File: src/design/stack_machine_word_executor_core_assert.svh
// Assertion macros for the stack word executor.
// Included by the modules that carry concurrent checks; no other dependencies.
`ifndef STACK_MACHINE_WORD_EXECUTOR_CORE_ASSERT_SVH
`define STACK_MACHINE_WORD_EXECUTOR_CORE_ASSERT_SVH

`ifndef ASSERT_OFF
`define SMWE_ASSERT(lbl, clk, rst_n, prop, msg) \
	lbl: assert property (@(posedge clk) disable iff (!rst_n) (prop)) else $error(msg);
`define SMWE_ASSERT_IMPL(lbl, clk, rst_n, ante, cons, msg) \
	lbl: assert property (@(posedge clk) disable iff (!rst_n) (ante) |-> (cons)) else $error(msg);
`define SMWE_ASSERT_NEXT(lbl, clk, rst_n, ante, cons, msg) \
	lbl: assert property (@(posedge clk) disable iff (!rst_n) (ante) |=> (cons)) else $error(msg);
`else
`define SMWE_ASSERT(lbl, clk, rst_n, prop, msg)
`define SMWE_ASSERT_IMPL(lbl, clk, rst_n, ante, cons, msg)
`define SMWE_ASSERT_NEXT(lbl, clk, rst_n, ante, cons, msg)
`endif

`endif

File: src/design/smwe_pkg.sv
// Shared types, constants and decode helpers for the stack word executor.
// No dependencies; imported by smwe_alu, the top level and the testbench.
package smwe_pkg;

	localparam int STACK_DEPTH = 64;
	localparam int WORD_W      = 32;
	localparam int ADDR_W      = $clog2(STACK_DEPTH);
	localparam int CNT_W       = $clog2(STACK_DEPTH + 1);
	localparam int DEPTH_W     = 7;
	localparam int STATUS_W    = 3;
	localparam int ACT_W       = 4;
	localparam int ITER_W      = $clog2(WORD_W);

	typedef enum logic [ACT_W-1:0] {
		ACT_PUSH    = 4'd0,
		ACT_ADD     = 4'd1,
		ACT_SUB     = 4'd2,
		ACT_MUL     = 4'd3,
		ACT_DIV     = 4'd4,
		ACT_MOD     = 4'd5,
		ACT_PEEK    = 4'd6,
		ACT_POP     = 4'd7,
		ACT_SWAP    = 4'd8,
		ACT_DUP     = 4'd9,
		ACT_DROP    = 4'd10,
		ACT_NIP     = 4'd11,
		ACT_OVER    = 4'd12,
		ACT_TOR     = 4'd13,
		ACT_RFROM   = 4'd14,
		ACT_UNKNOWN = 4'd15
	} action_t;

	typedef enum logic [STATUS_W-1:0] {
		ST_OK        = 3'd0,
		ST_UNDERFLOW = 3'd1,
		ST_OVERFLOW  = 3'd2,
		ST_DIVZERO   = 3'd3,
		ST_UNKNOWN   = 3'd4
	} status_t;

	typedef enum logic [2:0] {
		ALU_ADD,
		ALU_SUB,
		ALU_MUL,
		ALU_DIV,
		ALU_REM
	} alu_op_t;

	typedef struct packed {
		logic    start;
		alu_op_t op;
	} alu_req_t;

	typedef struct packed {
		logic [ACT_W-1:0]         action;
		logic signed [WORD_W-1:0] literal;
	} cmd_t;

	typedef struct packed {
		logic                     print_valid;
		logic signed [WORD_W-1:0] print_value;
		logic [STATUS_W-1:0]      status;
		logic [DEPTH_W-1:0]       depth;
	} rsp_t;

	// entries a word needs on the stack
	function automatic logic [1:0] need_of(input action_t act);
		logic [1:0] n;
		n = 2'd0;
		unique case (act) inside
			ACT_ADD, ACT_SUB, ACT_MUL, ACT_DIV, ACT_MOD, ACT_SWAP, ACT_NIP, ACT_OVER: n = 2'd2;
			ACT_PEEK, ACT_POP, ACT_DUP, ACT_DROP, ACT_TOR: n = 2'd1;
			default: n = 2'd0;
		endcase
		return n;
	endfunction

	// words that add one entry
	function automatic logic grow_of(input action_t act);
		logic g;
		g = 1'b0;
		unique case (act) inside
			ACT_PUSH, ACT_DUP, ACT_OVER, ACT_RFROM: g = 1'b1;
			default: g = 1'b0;
		endcase
		return g;
	endfunction

	function automatic logic is_arith(input action_t act);
		logic r;
		r = 1'b0;
		unique case (act) inside
			ACT_ADD, ACT_SUB, ACT_MUL, ACT_DIV, ACT_MOD: r = 1'b1;
			default: r = 1'b0;
		endcase
		return r;
	endfunction

endpackage

File: src/design/smwe_ram.sv
// Generic one-write, one-read synchronous RAM with registered read data.
// No package dependencies; holds the data stack entries.
module smwe_ram #(
	parameter int DEPTH = 64,
	parameter int WIDTH = 32
) (
	input  logic                     clk,
	input  logic                     we,
	input  logic [$clog2(DEPTH)-1:0] waddr,
	input  logic [WIDTH-1:0]         wdata,
	input  logic [$clog2(DEPTH)-1:0] raddr,
	output logic [WIDTH-1:0]         rdata
);

	logic [WIDTH-1:0] mem [DEPTH];

	always_ff @(posedge clk) begin
		if (we) begin
			mem[waddr] <= wdata;
		end
		rdata <= mem[raddr];
	end

endmodule

File: src/design/smwe_alu.sv
// Iterative arithmetic unit: one shared adder serves add, sub, shift-add
// multiply and restoring signed divide/remainder. Depends on smwe_pkg.
module smwe_alu (
	input  logic                     clk,
	input  logic                     arst_n,
	input  smwe_pkg::alu_req_t       req,
	input  logic [smwe_pkg::WORD_W-1:0] top_val,
	input  logic [smwe_pkg::WORD_W-1:0] nxt_val,
	output logic                     done,
	output logic [smwe_pkg::WORD_W-1:0] result
);

	import smwe_pkg::*;

	typedef enum logic [2:0] {
		A_IDLE,
		A_ONE,
		A_MUL,
		A_ABSA,
		A_ABSB,
		A_DIV,
		A_FIX
	} phase_t;

	phase_t              phase_q;
	alu_op_t             op_q;
	logic [ITER_W-1:0]   cnt_q;
	logic [WORD_W-1:0]   x_q;
	logic [WORD_W-1:0]   y_q;
	logic [WORD_W-1:0]   z_q;
	logic                sa_q;
	logic                sb_q;
	logic                done_q;
	logic [WORD_W-1:0]   res_q;

	logic [WORD_W+1:0]   add_x;
	logic [WORD_W-1:0]   add_y;
	logic                add_sub;
	logic [WORD_W+1:0]   sum;
	logic                neg_res;

	always_comb begin
		add_x   = '0;
		add_y   = '0;
		add_sub = 1'b0;
		unique case (phase_q)
			A_ONE: begin
				add_x   = {2'b00, x_q};
				add_y   = y_q;
				add_sub = (op_q == ALU_SUB);
			end
			A_MUL: begin
				add_x = {2'b00, x_q};
				add_y = y_q;
			end
			A_ABSA: begin
				add_y   = y_q;
				add_sub = 1'b1;
			end
			A_ABSB: begin
				add_y   = z_q;
				add_sub = 1'b1;
			end
			A_DIV: begin
				add_x   = {1'b0, x_q, z_q[WORD_W-1]};
				add_y   = y_q;
				add_sub = 1'b1;
			end
			A_FIX: begin
				add_y   = (op_q == ALU_DIV) ? z_q : x_q;
				add_sub = 1'b1;
			end
			default: begin
				add_sub = 1'b0;
			end
		endcase
		sum = add_x + ({2'b00, add_y} ^ {(WORD_W+2){add_sub}}) + (WORD_W+2)'(add_sub);
		neg_res = (op_q == ALU_DIV) ? (sa_q ^ sb_q) : sb_q;
	end

	always_ff @(posedge clk or negedge arst_n) begin
		if (!arst_n) begin
			phase_q <= A_IDLE;
			done_q  <= 1'b0;
		end else begin
			done_q <= 1'b0;
			unique case (phase_q)
				A_IDLE: begin
					if (req.start) begin
						op_q  <= req.op;
						cnt_q <= '0;
						sa_q  <= top_val[WORD_W-1];
						sb_q  <= nxt_val[WORD_W-1];
						case (req.op)
							ALU_ADD, ALU_SUB: begin
								x_q     <= nxt_val;
								y_q     <= top_val;
								phase_q <= A_ONE;
							end
							ALU_MUL: begin
								x_q     <= '0;
								y_q     <= nxt_val;
								z_q     <= top_val;
								phase_q <= A_MUL;
							end
							default: begin
								x_q     <= '0;
								y_q     <= top_val;
								z_q     <= nxt_val;
								phase_q <= A_ABSA;
							end
						endcase
					end
				end
				A_ONE: begin
					res_q   <= sum[WORD_W-1:0];
					done_q  <= 1'b1;
					phase_q <= A_IDLE;
				end
				A_MUL: begin
					if (z_q[0]) begin
						x_q <= sum[WORD_W-1:0];
					end
					y_q   <= y_q << 1;
					z_q   <= z_q >> 1;
					cnt_q <= cnt_q + ITER_W'(1);
					if (cnt_q == ITER_W'(WORD_W - 1)) begin
						res_q   <= z_q[0] ? sum[WORD_W-1:0] : x_q;
						done_q  <= 1'b1;
						phase_q <= A_IDLE;
					end
				end
				A_ABSA: begin
					if (sa_q) begin
						y_q <= sum[WORD_W-1:0];
					end
					phase_q <= A_ABSB;
				end
				A_ABSB: begin
					if (sb_q) begin
						z_q <= sum[WORD_W-1:0];
					end
					phase_q <= A_DIV;
				end
				A_DIV: begin
					if (!sum[WORD_W+1]) begin
						x_q <= sum[WORD_W-1:0];
						z_q <= {z_q[WORD_W-2:0], 1'b1};
					end else begin
						x_q <= {x_q[WORD_W-2:0], z_q[WORD_W-1]};
						z_q <= {z_q[WORD_W-2:0], 1'b0};
					end
					cnt_q <= cnt_q + ITER_W'(1);
					if (cnt_q == ITER_W'(WORD_W - 1)) begin
						phase_q <= A_FIX;
					end
				end
				A_FIX: begin
					if (neg_res) begin
						res_q <= sum[WORD_W-1:0];
					end else begin
						res_q <= (op_q == ALU_DIV) ? z_q : x_q;
					end
					done_q  <= 1'b1;
					phase_q <= A_IDLE;
				end
				default: begin
					phase_q <= A_IDLE;
				end
			endcase
		end
	end

	assign done   = done_q;
	assign result = res_q;

endmodule

File: src/design/stack_machine_word_executor_core.sv
// Words with unknown, underflow or overflow status go straight to the response; push and rfrom
// write first; other words read their operands, and arithmetic words then run the ALU, where
// multiply and divide take one shared-adder step per bit. Divide by zero skips the ALU.
// cmd_ready returns the cycle after the response is registered, so one word is in flight at
// a time; a held response that waits for rsp_ready delays it. Reset clears the stack
// count, the return register and the response; stack memory contents stay undefined.
// Top level: sequencer, stack memory, return register. Uses smwe_pkg, smwe_ram, smwe_alu.
`include "stack_machine_word_executor_core_assert.svh"
module stack_machine_word_executor_core (
	input  logic           clk,
	input  logic           arst_n,
	input  logic           cmd_valid,
	output logic           cmd_ready,
	input  smwe_pkg::cmd_t cmd,
	output logic           rsp_valid,
	input  logic           rsp_ready,
	output smwe_pkg::rsp_t rsp
);

	import smwe_pkg::*;

	typedef enum logic [3:0] {
		S_IDLE,
		S_RDA,
		S_RDB,
		S_GETA,
		S_GETB,
		S_ALU,
		S_WR,
		S_WR2,
		S_RESP
	} state_t;

	state_t            state_q;
	logic [CNT_W-1:0]  count_q;
	logic [WORD_W-1:0] ret_q;
	logic              rsp_valid_q;
	rsp_t              rsp_q;
	status_t           status_q;
	logic              pvalid_q;

	action_t           act_q;
	logic [WORD_W-1:0] lit_q;
	logic [WORD_W-1:0] a_q;
	logic [WORD_W-1:0] b_q;
	logic [WORD_W-1:0] r_q;

	action_t           in_act;
	logic [1:0]        need_in;
	status_t           chk_st;
	logic [1:0]        need_q;

	logic              ram_we;
	logic [ADDR_W-1:0] ram_waddr;
	logic [WORD_W-1:0] ram_wdata;
	logic [ADDR_W-1:0] ram_raddr;
	logic [WORD_W-1:0] ram_rdata;

	alu_req_t          alu_req;
	logic              alu_done;
	logic [WORD_W-1:0] alu_res;

	logic [ADDR_W-1:0] addr_top;
	logic [ADDR_W-1:0] addr_nxt;
	logic [ADDR_W-1:0] addr_new;
	logic              take;
	logic              div_zero;

	assign in_act   = action_t'(cmd.action);
	assign need_in  = need_of(in_act);
	assign need_q   = need_of(act_q);
	assign take     = cmd_valid && cmd_ready;
	assign addr_top = ADDR_W'(count_q - CNT_W'(1));
	assign addr_nxt = ADDR_W'(count_q - CNT_W'(2));
	assign addr_new = ADDR_W'(count_q);
	assign div_zero = (act_q == ACT_DIV || act_q == ACT_MOD) && (a_q == '0);

	always_comb begin
		if (in_act == ACT_UNKNOWN) begin
			chk_st = ST_UNKNOWN;
		end else if (count_q < CNT_W'(need_in)) begin
			chk_st = ST_UNDERFLOW;
		end else if (grow_of(in_act) && count_q >= CNT_W'(STACK_DEPTH)) begin
			chk_st = ST_OVERFLOW;
		end else begin
			chk_st = ST_OK;
		end
	end

	always_comb begin
		ram_raddr = (state_q == S_RDB) ? addr_nxt : addr_top;
		ram_we    = 1'b0;
		ram_waddr = addr_new;
		ram_wdata = a_q;
		if (state_q == S_WR) begin
			unique case (act_q) inside
				ACT_PUSH: begin
					ram_we    = 1'b1;
					ram_wdata = lit_q;
				end
				ACT_ADD, ACT_SUB, ACT_MUL, ACT_DIV, ACT_MOD: begin
					ram_we    = 1'b1;
					ram_waddr = addr_nxt;
					ram_wdata = r_q;
				end
				ACT_SWAP: begin
					ram_we    = 1'b1;
					ram_waddr = addr_top;
					ram_wdata = b_q;
				end
				ACT_DUP: begin
					ram_we = 1'b1;
				end
				ACT_NIP: begin
					ram_we    = 1'b1;
					ram_waddr = addr_nxt;
				end
				ACT_OVER: begin
					ram_we    = 1'b1;
					ram_wdata = b_q;
				end
				ACT_RFROM: begin
					ram_we    = 1'b1;
					ram_wdata = ret_q;
				end
				default: begin
					ram_we = 1'b0;
				end
			endcase
		end else if (state_q == S_WR2) begin
			ram_we    = 1'b1;
			ram_waddr = addr_nxt;
		end
	end

	always_comb begin
		alu_req.start = (state_q == S_GETB) && is_arith(act_q) && !div_zero;
		unique case (act_q) inside
			ACT_SUB: alu_req.op = ALU_SUB;
			ACT_MUL: alu_req.op = ALU_MUL;
			ACT_DIV: alu_req.op = ALU_DIV;
			ACT_MOD: alu_req.op = ALU_REM;
			default: alu_req.op = ALU_ADD;
		endcase
	end

	smwe_ram #(
		.DEPTH(STACK_DEPTH),
		.WIDTH(WORD_W)
	) u_ram (
		.clk   (clk),
		.we    (ram_we),
		.waddr (ram_waddr),
		.wdata (ram_wdata),
		.raddr (ram_raddr),
		.rdata (ram_rdata)
	);

	smwe_alu u_alu (
		.clk     (clk),
		.arst_n  (arst_n),
		.req     (alu_req),
		.top_val (a_q),
		.nxt_val (ram_rdata),
		.done    (alu_done),
		.result  (alu_res)
	);

	// operand and payload registers
	always_ff @(posedge clk) begin
		if (take) begin
			act_q <= in_act;
			lit_q <= cmd.literal;
		end
		if (state_q == S_GETA || state_q == S_RDB) begin
			a_q <= ram_rdata;
		end
		if (state_q == S_GETB) begin
			b_q <= ram_rdata;
		end
		if (state_q == S_ALU && alu_done) begin
			r_q <= alu_res;
		end
	end

	always_ff @(posedge clk or negedge arst_n) begin
		if (!arst_n) begin
			state_q     <= S_IDLE;
			count_q     <= '0;
			ret_q       <= '0;
			rsp_valid_q <= 1'b0;
			rsp_q       <= '0;
			status_q    <= ST_OK;
			pvalid_q    <= 1'b0;
		end else begin
			if (rsp_valid_q && rsp_ready && state_q != S_RESP) begin
				rsp_valid_q <= 1'b0;
			end
			unique case (state_q)
				S_IDLE: begin
					if (take) begin
						status_q <= chk_st;
						pvalid_q <= 1'b0;
						if (chk_st != ST_OK) begin
							state_q <= S_RESP;
						end else if (need_in == 2'd0) begin
							state_q <= S_WR;
						end else begin
							state_q <= S_RDA;
						end
					end
				end
				S_RDA: begin
					state_q <= (need_q == 2'd2) ? S_RDB : S_GETA;
				end
				S_RDB: begin
					state_q <= S_GETB;
				end
				S_GETA: begin
					state_q <= S_WR;
				end
				S_GETB: begin
					if (div_zero) begin
						status_q <= ST_DIVZERO;
						state_q  <= S_RESP;
					end else if (is_arith(act_q)) begin
						state_q <= S_ALU;
					end else begin
						state_q <= S_WR;
					end
				end
				S_ALU: begin
					if (alu_done) begin
						state_q <= S_WR;
					end
				end
				S_WR: begin
					unique case (act_q) inside
						ACT_PUSH, ACT_DUP, ACT_OVER, ACT_RFROM: begin
							count_q <= count_q + CNT_W'(1);
						end
						ACT_ADD, ACT_SUB, ACT_MUL, ACT_DIV, ACT_MOD, ACT_DROP, ACT_NIP: begin
							count_q <= count_q - CNT_W'(1);
						end
						ACT_POP: begin
							count_q  <= count_q - CNT_W'(1);
							pvalid_q <= 1'b1;
						end
						ACT_TOR: begin
							count_q <= count_q - CNT_W'(1);
							ret_q   <= a_q;
						end
						ACT_PEEK: begin
							pvalid_q <= 1'b1;
						end
						default: begin
							count_q <= count_q;
						end
					endcase
					state_q <= (act_q == ACT_SWAP) ? S_WR2 : S_RESP;
				end
				S_WR2: begin
					state_q <= S_RESP;
				end
				S_RESP: begin
					if (!rsp_valid_q || rsp_ready) begin
						rsp_valid_q       <= 1'b1;
						rsp_q.print_valid <= pvalid_q;
						rsp_q.print_value <= pvalid_q ? a_q : '0;
						rsp_q.status      <= status_q;
						rsp_q.depth       <= DEPTH_W'(count_q);
						state_q           <= S_IDLE;
					end
				end
				default: begin
					state_q <= S_IDLE;
				end
			endcase
		end
	end

	assign cmd_ready = (state_q == S_IDLE);
	assign rsp_valid = rsp_valid_q;
	assign rsp       = rsp_q;

	`SMWE_ASSERT(a_count_range, clk, arst_n, count_q <= CNT_W'(STACK_DEPTH), "stack count above depth")
	`SMWE_ASSERT_NEXT(a_busy_after_take, clk, arst_n, take, !cmd_ready, "ready right after accept")
	`SMWE_ASSERT_IMPL(a_alu_start_state, clk, arst_n, alu_req.start, state_q == S_GETB, "alu started outside operand fetch")
	`SMWE_ASSERT_IMPL(a_print_ok, clk, arst_n, rsp_valid_q && rsp_q.print_valid, rsp_q.status == ST_OK, "print with error status")

endmodule

File: config.mk
export PLATFORM = sky130hd
export DESIGN_NAME = stack_machine_word_executor_core
export DESIGN_NICKNAME = d
export VERILOG_FILES = /design/src/design/smwe_pkg.sv /design/src/design/smwe_ram.sv /design/src/design/smwe_alu.sv /design/src/design/stack_machine_word_executor_core.sv
export VERILOG_INCLUDE_DIRS = /design/src /design/src/design
export SDC_FILE = /design/constraint.sdc
export NUM_CORES = 2
export LEC_CHECK = 0
export BUFFER_PORTS_ARGS = -buffer_cell sky130_fd_sc_hd__buf_2
export CAP_MARGIN = 0
export CELL_PAD_IN_SITES_DETAIL_PLACEMENT = 1
export CELL_PAD_IN_SITES_GLOBAL_PLACEMENT = 2
export CORE_ASPECT_RATIO = 1.25
export CORE_MARGIN = 5
export CORE_UTILIZATION = 46
export DETAILED_ROUTE_END_ITERATION = 16
export PLACE_DENSITY_LB_ADDON = 0.1
export SLEW_MARGIN = 20
export SYNTH_ARGS = -nofsm -noshare
export SYNTH_HDL_FRONTEND = slang
export SYNTH_SLANG_ARGS = --single-unit
export TNS_END_PERCENT = 50
File: constraint.sdc
create_clock -name clk -period 6.1 [get_ports clk]
set_input_delay 0.915 -clock clk [delete_from_list [all_inputs] [get_ports clk]]
set_output_delay 0.915 -clock clk [all_outputs]
set_load 0.005 [all_outputs]
==> run metrics <==
status finished, final reports clean; syn_area_per_cell 18.14 µm²; layout cells sized above 1 0.2430; fin crit share 0.9323; Syn-to-layout area delta 14.99%; number of flops mapped to enable cells by yosys 2318; Total Routed Length 318300 µm; clk_skew 0.06994 ns; post-synthesis register bit count 2445; All-Layer GR Usage 0.2782; CP bufs+invs 2; most common cell after layout, fill and taps aside edfxtp_1; Post-CTS Setup Bufs 0; dpl cells 8482; Num CTS Buffers 247; Pwr Density 287.8 mW/mm²; Worst Tran Pin Value 1.179 ns; Post-synth top flop edfxtp_1; row cnt 191; CTS tree built; Static Leakage 44.97 nW; min Tclk post-route 5.687 ns; Root Driver clkbuf_16; worst path required time 6.78 ns; first-pass GRT wire length 450100 µm; Placer Congestion 0.8908; die height 532 µm; cell count after synthesis 5528; remaining antenna violation count 0; drt first pass iters 8; worst hold stages 1; H-tree Lvls 4; number of antenna violations at the first check in global routing 16; setup TNS 0 ns; synthesized area 0.1003 mm²; clock sinks 2445; fin. max-slew vios 0; residual DRC count 0; reg2reg path depth 18; largest net degree at the start of global routing 79; # Max-Cap Violations 0; Peak Freq 175.8 MHz; Async SR Flop Fraction 0.03885; Setup Crit Path Kind flop to flop; IO Count 85; final hold viol count 0; nets@finish 5922; DP HPWL 203200 µm; routed via count 55820; RSZ-0062 raised after global routing false; CP max stage cell a2111oi_1; clk_lat worst skew 0.92 ns; Seq/Total Area, Yosys 0.7243; net count after synthesis 5609; Die W 427.6 µm; Slew HR 0.2139; Max Root-Sink Buffers 4; drt via density 6.242; Stages on worst setup path 18; vias in the first global route 58220; Worst EP arrival 6.36 ns; grt ovf 0; routed wire length per instance 35.59 µm; critical path startpoint category flop; PortBufs 84; core footprint 0.2168 mm²; Synth warnings 0; fin worst setup slack 0.4130 ns; CP Max Fanout 15; Initial Util 0.4626; commonest cells after routing, fill and taps aside 2318 x edfxtp_1, 539 x mux4_2, 343 x nand2_1, 269 x buf_4, 255 x a21oi_1; Hold Path Class input port to flop; CP peak stage delay 0.63 ns; pre-CTS setup slack 0.4109 ns; worst-path cell chain nor2b_1, nand2_1, a21oi_1, a221o_1, xnor2_1, inv_1, fa_1, nor2b_1, o21ai_0, a2111oi_1, buf_4, nor4_1, o221ai_1, a21o_1, a21oi_1, xnor2_1, o22ai_1, a221oi_1; Synth cell types 68; maximum vdd drop 0.0002655 V; Setup-failing EPs final 0; Reg clk slew, reported paths 0.06 ns; die footprint 0.2275 mm²; Crit path max-delay family compound AO/OA/AOI/OAI gates; Worst Setup End Kind flop; Final Non-Filler Cells 8943; DRC marker count from the first detailed-route iteration 5247
kinds of logic after synthesis:
| family | count (synthesis) | share of synthesized area |
|---|---|---|
| buffers and inverters | 378 | 0.01543 |
| multiplexers | 805 | 0.1482 |
| AO/OA/AOI/OAI | 900 | 0.05924 |
| adder cells (fa/ha/maj) | 41 | 0.005191 |
| AND/OR/NAND/NOR | 876 | 0.04034 |
| XOR/XNOR | 83 | 0.007324 |
| flip-flops | 2445 | 0.7243 |
final cells by class:
cell class                      count  area, µm²
Clock inverter                    117       1201
Clock buffer                      325       6688
Sequential cell                  2445      72630
Timing Repair Buffer              410       3709
Inverter                           32      120.1
Antenna cell                       14      35.03
Tap cell                         2895       3622
Fill cell                       19430     101400
Multi-Input combinational cell   2705      27310
routing by layer:
| layer | global-route usage | up-vias | part of all wire |
|---|---|---|---|
| met5 | 0 | - | 0.000035 |
| met1 | 0.3551 | 30140 | 0.38 |
| met2 | 0.4672 | 1904 | 0.50 |
| met4 | 0.1433 | 2 | 0.062 |
| li1 | - | 23170 | - |
| met3 | 0.03717 | 604 | 0.053 |
report_power, final:
part / switching (W) / internal, W
Clock: 0.00639 / 0.00867
Combinational: 0.0000279 / 0.0000154
Sequential: 0.0000000000000000000146 / 0.0181
cell usage after synthesis, types with 5 or more instances:
| cell type | number | area [µm²] |
|---|---|---|
| nand2b_1 | 16 | 100.1 |
| dfrtp_1 | 95 | 2377 |
| mux2_2 | 48 | 540.5 |
| nor2b_1 | 164 | 1026 |
| and2_1 | 12 | 75.07 |
| a211oi_1 | 175 | 1314 |
| nand3b_1 | 6 | 45.04 |
| a21o_1 | 16 | 120.1 |
| nor3_1 | 22 | 110.1 |
| a31oi_1 | 69 | 431.7 |
| o21ai_0 | 126 | 630.6 |
| a222oi_1 | 47 | 470.5 |
| a22oi_1 | 5 | 37.54 |
| o21a_1 | 8 | 60.06 |
| and3_1 | 12 | 75.07 |
| nand3_1 | 17 | 85.08 |
| o22ai_1 | 39 | 244.0 |
| o211ai_1 | 17 | 127.6 |
| xnor2_1 | 58 | 508.0 |
| buf_1 | 35 | 131.4 |
| ha_1 | 40 | 500.5 |
| a221oi_1 | 57 | 499.2 |
| a221o_1 | 6 | 60.06 |
| o221ai_1 | 5 | 43.79 |
| dfxtp_1 | 32 | 640.6 |
| mux2i_1 | 218 | 2182 |
| mux4_2 | 539 | 12140 |
| edfxtp_1 | 2318 | 69610 |
| clkbuf_1 | 236 | 885.9 |
| xor2_1 | 24 | 210.2 |
| a21oi_1 | 259 | 1296 |
| nor2_1 | 229 | 859.6 |
| nand4_1 | 15 | 93.84 |
| buf_2 | 67 | 335.3 |
| nor4_1 | 16 | 100.1 |
| or2_2 | 7 | 43.79 |
| nand2_1 | 344 | 1291 |
| nor3b_1 | 6 | 45.04 |
| a22o_1 | 34 | 297.8 |
| inv_1 | 31 | 116.4 |
| o21bai_1 | 5 | 37.54 |
sequential cells by signal (all words and copies together) (netlist names), 4 cells and up:
register	flops
r_q	32
u_ram.mem	2048
u_ram.rdata	32
u_alu.z_q	32
b_q	32
u_alu.result	32
act_q	4
u_alu.x_q	32
a_q	32
rsp	43
u_alu.y_q	32
u_alu.cnt_q	5
count_q	7
lit_q	32
state_q	4
ret_q	32
metrics by stage:
step	area [µm²]	hold WS, ns	total power (W)	utilization
after floorplan	100300	0.4003	0.01845	-
after global placement	106800	0.4049	0.01849	0.4929
after detailed placement	107200	0.4057	0.01849	0.4948
after CTS	115100	0.09591	0.03350	0.5312
after global routing	115300	0.1264	0.03426	0.5318
final	115300	0.1723	0.03319	0.5320
what timing repair did:
action	in CTS	in global routing
hold endpoints to repair	10	0
gates resized for setup	0	3
hold buffers	1	0
endpoints found under the setup margin	0	6
path summary, 6_finish.rpt:
| kind | start | endpoint | slack (ns) |
|---|---|---|---|
| max | u_alu.phase_q[1]$_DFFE_PN0P_ | u_alu.z_q[24]$_DFFE_PP_ | 0.41 |
| min | cmd[12] | lit_q[12]$_DFFE_PP_ | 0.17 |
| max reg2reg | u_alu.phase_q[1]$_DFFE_PN0P_ | u_alu.z_q[24]$_DFFE_PP_ | 0.41 |
| min reg2reg | u_alu.result[11]$_DFFE_PP_ | r_q[11]$_DFFE_PP_ | 0.42 |
| max in group asynchronous | arst_n | rsp[34]$_DFFE_PN0P_ | 4.71 |
| min in group asynchronous | arst_n | ret_q[10]$_DFFE_PN0P_ | 0.41 |
(Power assumes the default switching activity.)
